<file path="src/sorted_record_list_unit_defines.svh">
// Assertion macros shared by the sorted record list RTL.
// Used by files that carry concurrent assertions; needs clk and rst_n in scope.
`ifndef SORTED_RECORD_LIST_UNIT_DEFINES_SVH
`define SORTED_RECORD_LIST_UNIT_DEFINES_SVH

// Same-cycle implication, checked outside reset.
`define SRL_ASSERT_NOW(label, ante, cons, msg) \
  label: assert property (@(posedge clk) disable iff (!rst_n) (ante) |-> (cons)) \
    else $error(msg);

// Next-cycle implication, checked outside reset.
`define SRL_ASSERT_NEXT(label, ante, cons, msg) \
  label: assert property (@(posedge clk) disable iff (!rst_n) (ante) |=> (cons)) \
    else $error(msg);

`endif

</file>
<file path="src/srl_pkg.sv">
// Package for the sorted record list: payload structs, codes and the key decoder.
// No dependencies; imported by every module of the block.
`timescale 1ns / 1ps

package srl_pkg;

  localparam int KEY_W       = 14;
  localparam int KEY_DIGITS  = 4;
  localparam int QUEUE_DEPTH = 2;  // power of two, pointers wrap naturally

  typedef enum logic [1:0] {
    ACT_INSERT = 2'd0,
    ACT_DELETE = 2'd1,
    ACT_CLEAR  = 2'd2,
    ACT_LIST   = 2'd3
  } action_t;

  typedef enum logic [2:0] {
    ST_DONE      = 3'd0,
    ST_FULL      = 3'd1,
    ST_BAD_CODE  = 3'd2,
    ST_NOT_FOUND = 3'd3,
    ST_EMPTY     = 3'd4,
    ST_RECORD    = 3'd5
  } status_t;

  typedef struct packed {
    action_t     action;
    logic [63:0] code_chars;
    logic [7:0]  credit_count;
    logic [7:0]  grade_char;
  } in_item_t;

  typedef struct packed {
    status_t     status;
    logic [63:0] out_code;
    logic [7:0]  out_credits;
    logic [7:0]  out_grade;
    logic        last_result;
  } out_item_t;

  typedef struct packed {
    logic             ok;
    logic [KEY_W-1:0] key;
  } key_info_t;

  // Classified command as it travels from the front to the back.
  typedef struct packed {
    action_t          action;
    logic [63:0]      code;
    logic [7:0]       credits;
    logic [7:0]       grade;
    logic [KEY_W-1:0] key;
    logic             key_ok;
  } cmd_t;

  typedef struct packed {
    logic [63:0]      code;
    logic [KEY_W-1:0] key;
    logic [7:0]       credits;
    logic [7:0]       grade;
  } entry_t;

  typedef enum logic [2:0] {
    BK_IDLE,
    BK_INS_SCAN,
    BK_INS_PUT,
    BK_DEL_SCAN,
    BK_LIST_SCAN,
    BK_REPLY
  } back_state_t;

  // The key is the run of leading digits from the fifth character on, at most
  // four of them. The first four characters must all be non-zero and the fifth a digit.
  function automatic key_info_t code_key(input logic [63:0] code);
    key_info_t        r;
    logic             run;
    logic [7:0]       c;
    logic [KEY_W-1:0] v;
    r.ok = 1'b1;
    for (int i = 0; i < 4; i++) begin
      if (code[63-8*i -: 8] == 8'h00) begin
        r.ok = 1'b0;
      end
    end
    if (!(code[31:24] inside {[8'h30:8'h39]})) begin
      r.ok = 1'b0;
    end
    run = 1'b1;
    v   = '0;
    for (int i = 0; i < KEY_DIGITS; i++) begin
      c = code[31-8*i -: 8];
      if (run && (c inside {[8'h30:8'h39]})) begin
        v = KEY_W'(v * KEY_W'(10)) + KEY_W'(c - 8'h30);
      end else begin
        run = 1'b0;
      end
    end
    r.key = v;
    return r;
  endfunction

endpackage

</file>
<file path="src/srl_front.sv">
// Front end of the sorted record list: takes input transactions and classifies them.
// Depends on srl_pkg; feeds srl_queue.
`timescale 1ns / 1ps

module srl_front (
  input  logic            in_valid,
  output logic            in_stall,
  input  srl_pkg::in_item_t in_data,
  input  logic            q_full,
  output logic            q_push,
  output srl_pkg::cmd_t   q_data
);
  import srl_pkg::*;

  key_info_t kinfo;

  assign kinfo    = code_key(in_data.code_chars);
  assign in_stall = q_full;
  assign q_push   = in_valid && !q_full;

  always_comb begin
    q_data.action  = in_data.action;
    q_data.code    = in_data.code_chars;
    q_data.credits = in_data.credit_count;
    q_data.grade   = in_data.grade_char;
    q_data.key     = kinfo.key;
    q_data.key_ok  = kinfo.ok;
  end

endmodule

</file>
<file path="src/srl_queue.sv">
// Short command queue between the front and back of the sorted record list.
// Depends on srl_pkg for the command type and depth.
`timescale 1ns / 1ps

module srl_queue (
  input  logic          clk,
  input  logic          rst_n,
  input  logic          push,
  input  srl_pkg::cmd_t push_data,
  output logic          full,
  input  logic          pop,
  output srl_pkg::cmd_t pop_data,
  output logic          not_empty
);
  import srl_pkg::*;

  localparam int QAW = (QUEUE_DEPTH > 1) ? $clog2(QUEUE_DEPTH) : 1;
  localparam int QCW = $clog2(QUEUE_DEPTH + 1);

  cmd_t           slots_r [QUEUE_DEPTH];
  logic [QAW-1:0] wr_ptr_r, wr_ptr_nxt;
  logic [QAW-1:0] rd_ptr_r, rd_ptr_nxt;
  logic [QCW-1:0] fill_r, fill_nxt;

  assign full      = (fill_r == QCW'(QUEUE_DEPTH));
  assign not_empty = (fill_r != '0);
  assign pop_data  = slots_r[rd_ptr_r];

  always_comb begin
    wr_ptr_nxt = push ? wr_ptr_r + 1'b1 : wr_ptr_r;
    rd_ptr_nxt = pop ? rd_ptr_r + 1'b1 : rd_ptr_r;
    fill_nxt   = fill_r;
    if (push && !pop) begin
      fill_nxt = fill_r + 1'b1;
    end else if (pop && !push) begin
      fill_nxt = fill_r - 1'b1;
    end
  end

  always_ff @(posedge clk) begin
    if (!rst_n) begin
      wr_ptr_r <= '0;
      rd_ptr_r <= '0;
      fill_r   <= '0;
    end else begin
      wr_ptr_r <= wr_ptr_nxt;
      rd_ptr_r <= rd_ptr_nxt;
      fill_r   <= fill_nxt;
    end
  end

  always_ff @(posedge clk) begin
    if (push) begin
      slots_r[wr_ptr_r] <= push_data;
    end
  end

endmodule

</file>
<file path="src/srl_back.sv">
// Back end of the sorted record list: record memory, scan sequencer and result register.
// Depends on srl_pkg and the assertion macros in sorted_record_list_unit_defines.svh.
`timescale 1ns / 1ps
`include "sorted_record_list_unit_defines.svh"

module srl_back #(
  parameter int DEPTH = 16
) (
  input  logic               clk,
  input  logic               rst_n,
  input  logic               q_valid,
  input  srl_pkg::cmd_t      q_data,
  output logic               q_pop,
  output logic               out_valid,
  input  logic               out_stall,
  output srl_pkg::out_item_t out_data
);
  import srl_pkg::*;

  localparam int IW = (DEPTH > 1) ? $clog2(DEPTH) : 1;
  localparam int CW = $clog2(DEPTH + 1);

  entry_t      mem [DEPTH];
  entry_t      rd_data_r;

  back_state_t state_r, state_nxt;
  cmd_t        cmd_r, cmd_nxt;
  logic [CW-1:0] count_r, count_nxt;
  logic [IW-1:0] rd_idx_r, rd_idx_nxt;
  logic        rd_more_r, rd_more_nxt;
  logic        pend_r, pend_nxt;
  logic [IW-1:0] pend_idx_r, pend_idx_nxt;
  logic        found_r, found_nxt;
  status_t     reply_r, reply_nxt;
  logic        out_valid_r, out_valid_nxt;
  out_item_t   out_data_r, out_data_nxt;

  logic        rd_en;
  logic        wr_en;
  logic [IW-1:0] wr_addr;
  entry_t      wr_data;
  entry_t      new_entry;
  logic        out_free;
  logic        consume;
  logic        finish;
  logic        code_hit;
  logic [IW-1:0] last_idx;

  assign out_valid = out_valid_r;
  assign out_data  = out_data_r;
  assign out_free  = !out_valid_r || !out_stall;
  assign last_idx  = IW'(count_r - CW'(1));
  assign code_hit  = (rd_data_r.code == cmd_r.code);

  always_comb begin
    new_entry.code    = cmd_r.code;
    new_entry.key     = cmd_r.key;
    new_entry.credits = cmd_r.credits;
    new_entry.grade   = cmd_r.grade;
  end

  always_comb begin
    state_nxt     = state_r;
    cmd_nxt       = cmd_r;
    count_nxt     = count_r;
    rd_idx_nxt    = rd_idx_r;
    rd_more_nxt   = rd_more_r;
    pend_nxt      = pend_r;
    pend_idx_nxt  = pend_idx_r;
    found_nxt     = found_r;
    reply_nxt     = reply_r;
    out_valid_nxt = out_valid_r;
    out_data_nxt  = out_data_r;
    q_pop         = 1'b0;
    wr_en         = 1'b0;
    wr_addr       = '0;
    wr_data       = rd_data_r;
    consume       = 1'b0;
    finish        = 1'b0;

    if (out_valid_r && !out_stall) begin
      out_valid_nxt = 1'b0;
    end

    case (state_r)
      BK_IDLE: begin
        if (q_valid) begin
          q_pop     = 1'b1;
          cmd_nxt   = q_data;
          found_nxt = 1'b0;
          pend_nxt  = 1'b0;
          case (q_data.action)
            ACT_INSERT: begin
              if (!q_data.key_ok) begin
                reply_nxt = ST_BAD_CODE;
                state_nxt = BK_REPLY;
              end else if (count_r == CW'(DEPTH)) begin
                reply_nxt = ST_FULL;
                state_nxt = BK_REPLY;
              end else if (count_r == '0) begin
                state_nxt = BK_INS_PUT;
              end else begin
                rd_idx_nxt  = last_idx;
                rd_more_nxt = 1'b1;
                state_nxt   = BK_INS_SCAN;
              end
            end
            ACT_DELETE: begin
              if (count_r == '0) begin
                reply_nxt = ST_NOT_FOUND;
                state_nxt = BK_REPLY;
              end else begin
                rd_idx_nxt  = '0;
                rd_more_nxt = 1'b1;
                state_nxt   = BK_DEL_SCAN;
              end
            end
            ACT_CLEAR: begin
              count_nxt = '0;
              reply_nxt = ST_DONE;
              state_nxt = BK_REPLY;
            end
            ACT_LIST: begin
              if (count_r == '0) begin
                reply_nxt = ST_EMPTY;
                state_nxt = BK_REPLY;
              end else begin
                rd_idx_nxt  = '0;
                rd_more_nxt = 1'b1;
                state_nxt   = BK_LIST_SCAN;
              end
            end
            default: begin
              state_nxt = BK_IDLE;
            end
          endcase
        end
      end

      // Walk down from the top entry, moving each larger-or-equal key up one
      // place, until the insertion point is reached.
      BK_INS_SCAN: begin
        if (pend_r) begin
          consume = 1'b1;
          wr_en   = 1'b1;
          wr_addr = pend_idx_r + 1'b1;
          if (rd_data_r.key < cmd_r.key) begin
            wr_data   = new_entry;
            finish    = 1'b1;
            count_nxt = count_r + 1'b1;
            reply_nxt = ST_DONE;
            state_nxt = BK_REPLY;
          end else if (pend_idx_r == '0) begin
            finish    = 1'b1;
            state_nxt = BK_INS_PUT;
          end
        end
      end

      BK_INS_PUT: begin
        wr_en     = 1'b1;
        wr_addr   = '0;
        wr_data   = new_entry;
        count_nxt = count_r + 1'b1;
        reply_nxt = ST_DONE;
        state_nxt = BK_REPLY;
      end

      // Once the matching code has been seen, every later entry moves down one.
      BK_DEL_SCAN: begin
        if (pend_r) begin
          consume = 1'b1;
          if (found_r) begin
            wr_en   = 1'b1;
            wr_addr = pend_idx_r - 1'b1;
          end else if (code_hit) begin
            found_nxt = 1'b1;
          end
          if (pend_idx_r == last_idx) begin
            finish    = 1'b1;
            state_nxt = BK_REPLY;
            if (found_r || code_hit) begin
              count_nxt = count_r - 1'b1;
              reply_nxt = ST_DONE;
            end else begin
              reply_nxt = ST_NOT_FOUND;
            end
          end
        end
      end

      BK_LIST_SCAN: begin
        if (pend_r && out_free) begin
          consume                  = 1'b1;
          out_valid_nxt            = 1'b1;
          out_data_nxt.status      = ST_RECORD;
          out_data_nxt.out_code    = rd_data_r.code;
          out_data_nxt.out_credits = rd_data_r.credits;
          out_data_nxt.out_grade   = rd_data_r.grade;
          out_data_nxt.last_result = (pend_idx_r == last_idx);
          if (pend_idx_r == last_idx) begin
            finish    = 1'b1;
            state_nxt = BK_IDLE;
          end
        end
      end

      BK_REPLY: begin
        if (out_free) begin
          out_valid_nxt            = 1'b1;
          out_data_nxt.status      = reply_r;
          out_data_nxt.out_code    = '0;
          out_data_nxt.out_credits = '0;
          out_data_nxt.out_grade   = '0;
          out_data_nxt.last_result = 1'b1;
          state_nxt                = BK_IDLE;
        end
      end

      default: begin
        state_nxt = BK_IDLE;
      end
    endcase

    // Read issue: a new read goes out when the registered read data is free
    // or is being used this cycle.
    rd_en = rd_more_r && (!pend_r || consume) && !finish;
    if (finish) begin
      rd_more_nxt = 1'b0;
      pend_nxt    = 1'b0;
    end else begin
      if (consume) begin
        pend_nxt = 1'b0;
      end
      if (rd_en) begin
        pend_nxt     = 1'b1;
        pend_idx_nxt = rd_idx_r;
        if (state_r == BK_INS_SCAN) begin
          if (rd_idx_r == '0) begin
            rd_more_nxt = 1'b0;
          end else begin
            rd_idx_nxt = rd_idx_r - 1'b1;
          end
        end else begin
          if (rd_idx_r == last_idx) begin
            rd_more_nxt = 1'b0;
          end else begin
            rd_idx_nxt = rd_idx_r + 1'b1;
          end
        end
      end
    end
  end

  always_ff @(posedge clk) begin
    if (!rst_n) begin
      state_r     <= BK_IDLE;
      count_r     <= '0;
      rd_more_r   <= 1'b0;
      pend_r      <= 1'b0;
      found_r     <= 1'b0;
      out_valid_r <= 1'b0;
    end else begin
      state_r     <= state_nxt;
      count_r     <= count_nxt;
      rd_more_r   <= rd_more_nxt;
      pend_r      <= pend_nxt;
      found_r     <= found_nxt;
      out_valid_r <= out_valid_nxt;
    end
  end

  always_ff @(posedge clk) begin
    cmd_r      <= cmd_nxt;
    rd_idx_r   <= rd_idx_nxt;
    pend_idx_r <= pend_idx_nxt;
    reply_r    <= reply_nxt;
    out_data_r <= out_data_nxt;
  end

  always_ff @(posedge clk) begin
    if (wr_en) begin
      mem[wr_addr] <= wr_data;
    end
    if (rd_en) begin
      rd_data_r <= mem[rd_idx_r];
    end
  end

  `SRL_ASSERT_NOW(a_count_bound, 1'b1, count_r <= CW'(DEPTH), "record count above depth")
  `SRL_ASSERT_NOW(a_pend_in_scan, pend_r,
    state_r == BK_INS_SCAN || state_r == BK_DEL_SCAN || state_r == BK_LIST_SCAN,
    "read data pending outside a scan")
  `SRL_ASSERT_NEXT(a_clear_empties, state_r == BK_IDLE && q_pop && q_data.action == ACT_CLEAR,
    count_r == '0, "clear did not empty the table")
  `SRL_ASSERT_NOW(a_write_in_range, wr_en, wr_addr < IW'(DEPTH - 1) || wr_addr == IW'(DEPTH - 1),
    "record write beyond the table")

endmodule

</file>
<file path="src/sorted_record_list_unit.sv">
// Sorted record list: an ordered table of up to DEPTH records keyed by code digits.
// Channels: in_valid/in_stall/in_data carry one command per transaction (insert,
// delete, clear, list); out_valid/out_stall/out_data return its results. Insert,
// delete and clear give one result; list gives one result per record, or one
// empty result, with last_result set on the final one.
// A two-entry command queue lets the front keep taking transactions while the
// back works; in_stall rises only when that queue is full.
// The record memory has one read and one write port and is walked one entry per
// cycle, except that a list scan pauses while the output is stalled.
// Results appear in a registered output stage; while out_stall is high the
// result holds and the back pauses a list scan, losing nothing.
// Reset empties the table and the queue at once; no clearing pass is needed.
// Depends on srl_pkg, srl_front, srl_queue and srl_back.
`timescale 1ns / 1ps

module sorted_record_list_unit #(
  parameter int DEPTH = 16
) (
  input  logic               clk,
  input  logic               rst_n,
  input  logic               in_valid,
  output logic               in_stall,
  input  srl_pkg::in_item_t  in_data,
  output logic               out_valid,
  input  logic               out_stall,
  output srl_pkg::out_item_t out_data
);
  import srl_pkg::*;

  logic q_full;
  logic q_push;
  cmd_t q_in;
  logic q_pop;
  cmd_t q_out;
  logic q_not_empty;

  srl_front u_front (
    .in_valid (in_valid),
    .in_stall (in_stall),
    .in_data  (in_data),
    .q_full   (q_full),
    .q_push   (q_push),
    .q_data   (q_in)
  );

  srl_queue u_queue (
    .clk       (clk),
    .rst_n     (rst_n),
    .push      (q_push),
    .push_data (q_in),
    .full      (q_full),
    .pop       (q_pop),
    .pop_data  (q_out),
    .not_empty (q_not_empty)
  );

  srl_back #(
    .DEPTH (DEPTH)
  ) u_back (
    .clk       (clk),
    .rst_n     (rst_n),
    .q_valid   (q_not_empty),
    .q_data    (q_out),
    .q_pop     (q_pop),
    .out_valid (out_valid),
    .out_stall (out_stall),
    .out_data  (out_data)
  );

endmodule

</file>
<file path="config.mk">
export PLATFORM = sky130hd
export DESIGN_NAME = sorted_record_list_unit
export DESIGN_NICKNAME = d
export VERILOG_FILES = /design/src/srl_pkg.sv /design/src/srl_front.sv /design/src/srl_queue.sv /design/src/srl_back.sv /design/src/sorted_record_list_unit.sv
export VERILOG_INCLUDE_DIRS = /design/src /design/src/src
export SDC_FILE = /design/constraint.sdc
export NUM_CORES = 2
export LEC_CHECK = 0
export BUFFER_PORTS_ARGS = -buffer_cell sky130_fd_sc_hd__buf_2
export CAP_MARGIN = 20
export CORE_MARGIN = 2
export CORE_UTILIZATION = 35
export CTS_BUF_LIST = sky130_fd_sc_hd__clkbuf_8
export DETAILED_ROUTE_END_ITERATION = 12
export PLACE_DENSITY = 0.56
export SLEW_MARGIN = 15
export SYNTH_ARGS = -nofsm -noshare
export SYNTH_HDL_FRONTEND = slang
export SYNTH_SLANG_ARGS = --single-unit
</file>
<file path="constraint.sdc">
create_clock -name clk -period 24.7 [get_ports clk]
set_input_delay 0 -clock clk [delete_from_list [all_inputs] [get_ports clk]]
set_output_delay 0 -clock clk [all_outputs]
set_load 0.1 [all_outputs]
</file>
==> flow_summary.json <==
{
  "antenna_found_initial": 16,
  "core_area_um2": 227000,
  "outcome": "completed",
  "post-synth-top-count-cell": "edfxtp_1",
  "path_buf_inv": 3,
  "cp_max_fo": 9,
  "fmax_ghz": 0.111,
  "cts_buffer_depth": 4,
  "setup_tns_ns": 0,
  "drv_slew": 0,
  "leakage_uw": 0.0303,
  "drt_wl_total_mm": 211,
  "syn_inst": 3793,
  "drc": 0,
  "clock-sinks": 1998,
  "syn_nets": 3999,
  "cp_slowest_cell": "a211oi_1",
  "synth-seq-cells": 1998,
  "vias": 40200,
  "fp-row-count": 175,
  "fin_ws_ns": 15.65,
  "dieArea_um2": 233000,
  "start_util_pct": 35.2,
  "num-nets-final": 4608,
  "routedWlPerCell_um": 27.5,
  "ys_types": 74,
  "crit_required_ns": 25.43,
  "crit_top_cell": "ha_1",
  "period_share_pct": 36.6,
  "clkTransAtPathRegs_ns": 0.06,
  "crit_path_start_kind": "primary input",
  "hp-class": "in2reg",
  "cts_buffers": 346,
  "final_hold_viol_count": 0,
  "async_reset_ff_share_pct": 0,
  "fin_crit_ns": 9.05,
  "worstSetupPathType": "in2reg",
  "place.gp.congestion": 0.819,
  "drtIter0Drc": 3936,
  "die_x_um": 482,
  "power_density_nw_per_um2": 98.1,
  "ant_nets": 0,
  "syn_area_um2": 80000,
  "dp_hpwl_mm": 114,
  "vias_per_cell": 5.24,
  "rsz0062_at_grt": "no",
  "grt_max_degree": 148,
  "timing.hold.ws_ns": 0.114,
  "post-place-ws_ns": 15.27,
  "fp.dieH_um": 482,
  "synth_commonest_cells": "1977 x edfxtp_1, 470 x mux4_2, 200 x mux2_2, 114 x ha_1, 96 x nor2_1",
  "port_buffers": 171,
  "grtUsageTotal_pct": 18.0,
  "worstMarginPinSlew_ns": 1.12,
  "maxSlewHeadroom_pct": 25.1,
  "synth_top_cell_by_area": "edfxtp_1",
  "synth_area_leaders": "edfxtp_1 74%, mux4_2 13%, mux2_2 2.8%",
  "crit_family": "adder cells",
  "synth-warning-count": 0,
  "peakVddDrop_v": 0.0000830,
  "max_stage_delay_ns": 0.77,
  "worstPathArrival_ns": 9.78,
  "syn2layout_area_growth_pct": 15.8,
  "crit_path_end_kind": "flip-flop",
  "synth_top_area_share_pct": 74.2,
  "grt_pass1_wl_mm": 301,
  "setup-violations-final": 0,
  "ys_seq_area_share_pct": 74.7,
  "grt_remaining_overflow": 0,
  "io_pins": 172,
  "synth_edf_count": 1977,
  "drtPass1Iterations": 5,
  "synthFlopType": "edfxtp_1",
  "grt_pass1_vias": 41900,
  "clock_latency_ns": 1.05,
  "htreeDepth": 5,
  "maxCapViolCount": 0,
  "syn_area_per_cell_um2": 21.1,
  "drive_gt1_share_pct": 29.3,
  "cts_root_buffer": "clkbuf_8",
  "finClkSkew_ns": 0.0909,
  "cts_tree": "built",
  "postCtsSetupBuffers": 0
}
[report_power, final]
part / switching (uW) / internal (uW)
Sequential: 168 / 4140
Clock: 1320 / 1390
Combinational: 1160 / 922
Total: 2640 / 6450
[worst paths after layout]
kind,startpoint,slack [ns],depth (start not counted),end
worst max-delay path,in_data[44],15.65,42,u_queue.slots_r[0][14]
worst min register to register,u_queue.slots_r[1][76],0.52,1,u_back.cmd_r[76]
worst max register to register,u_back.state_r[0],18.87,11,u_back.mem[10][63]
worst min-delay path,in_data[18],0.11,4,u_queue.slots_r[0][3]
[area by class of cell]
class / instances / area [um2]
Tap cell: 3009 / 3760
Fill cell: 20200 / 135000
Sequential cell: 1998 / 59800
Multi-Input combinational cell: 1584 / 19600
Timing Repair Buffer: 417 / 3270
Clock buffer: 351 / 4830
Antenna cell: 9 / 22.5
Clock inverter: 246 / 1200
Inverter: 55 / 211
[metrics by stage]
| stage | utilization, % | instance area (um2) | std cells | total power [uW] |
|---|---|---|---|---|
| floorplan | - | 80000 | 3793 | 5790 |
| global placement | 37.3 | 84800 | 6887 | 6450 |
| detailed placement | 37.4 | 84900 | 6891 | 6480 |
| CTS | 40.8 | 92700 | 7660 | 9210 |
| global route | 40.8 | 92700 | 7664 | 9470 |
| finish | 40.8 | 92700 | 7669 | 9090 |
[placed cells by master, fill, tap and decap left out, drive strengths merged, types with 74 or more instances in the layout]
| cell | instances |
|---|---|
| clkinv | 113 |
| clkbuf | 351 |
| inv | 176 |
| mux4 | 470 |
| dlygate4sd3 | 172 |
| mux2 | 200 |
| edfxtp | 1977 |
| xor2 | 95 |
| nand2 | 74 |
| nor2 | 96 |
| buf | 245 |
| ha | 114 |
| and2 | 91 |
[worst register-to-register path, delay by kind of cell (launching register included)]
family | cells | cell delay [ns]
compound gates | 3 | 0.38
buf+inv | 2 | 1.86
flops | 1 | 0.61
simple gates | 6 | 2.52
[sequential cells by signal, indices dropped and copies added, names as in the netlist, 2 cells and up, named ones only]
| signal | count |
|---|---|
| u_back.reply_r | 3 |
| u_back.rd_idx_r | 4 |
| u_back.mem | 1504 |
| u_back.cmd_r | 94 |
| u_queue.fill_r | 2 |
| u_queue.slots_r | 194 |
| u_back.count_r | 5 |
| u_back.rd_data_r | 94 |
| u_back.state_r | 3 |
| u_back.out_data | 84 |
| u_back.pend_idx_r | 4 |
[cell families after synthesis]
kind of cell	Yosys count	share of synthesized area, %
xor+xnor	143	1.62
compound gates	226	1.90
fa+ha+maj	120	1.93
mux	674	16.1
buf+inv	211	1.03
flops	1998	74.7
simple gates	421	2.73
[per-layer routing]
layer / up-vias / share of wire, % / global-route usage, %
li1: 16900 / - / -
met1: 21600 / 43 / 25.1
met2: 1362 / 49 / 29.4
met3: 305 / 5.6 / 2.79
met4: 0 / 2.1 / 4.74
met5: - / 0 / 0
[repair_timing]
action,4_1_cts,5_1_grt
endpoints found under the hold margin,324,0
gates resized for setup,0,0
hold buffers,172,0
endpoints found under the setup margin,0,0
(Power assumes the default switching activity.)
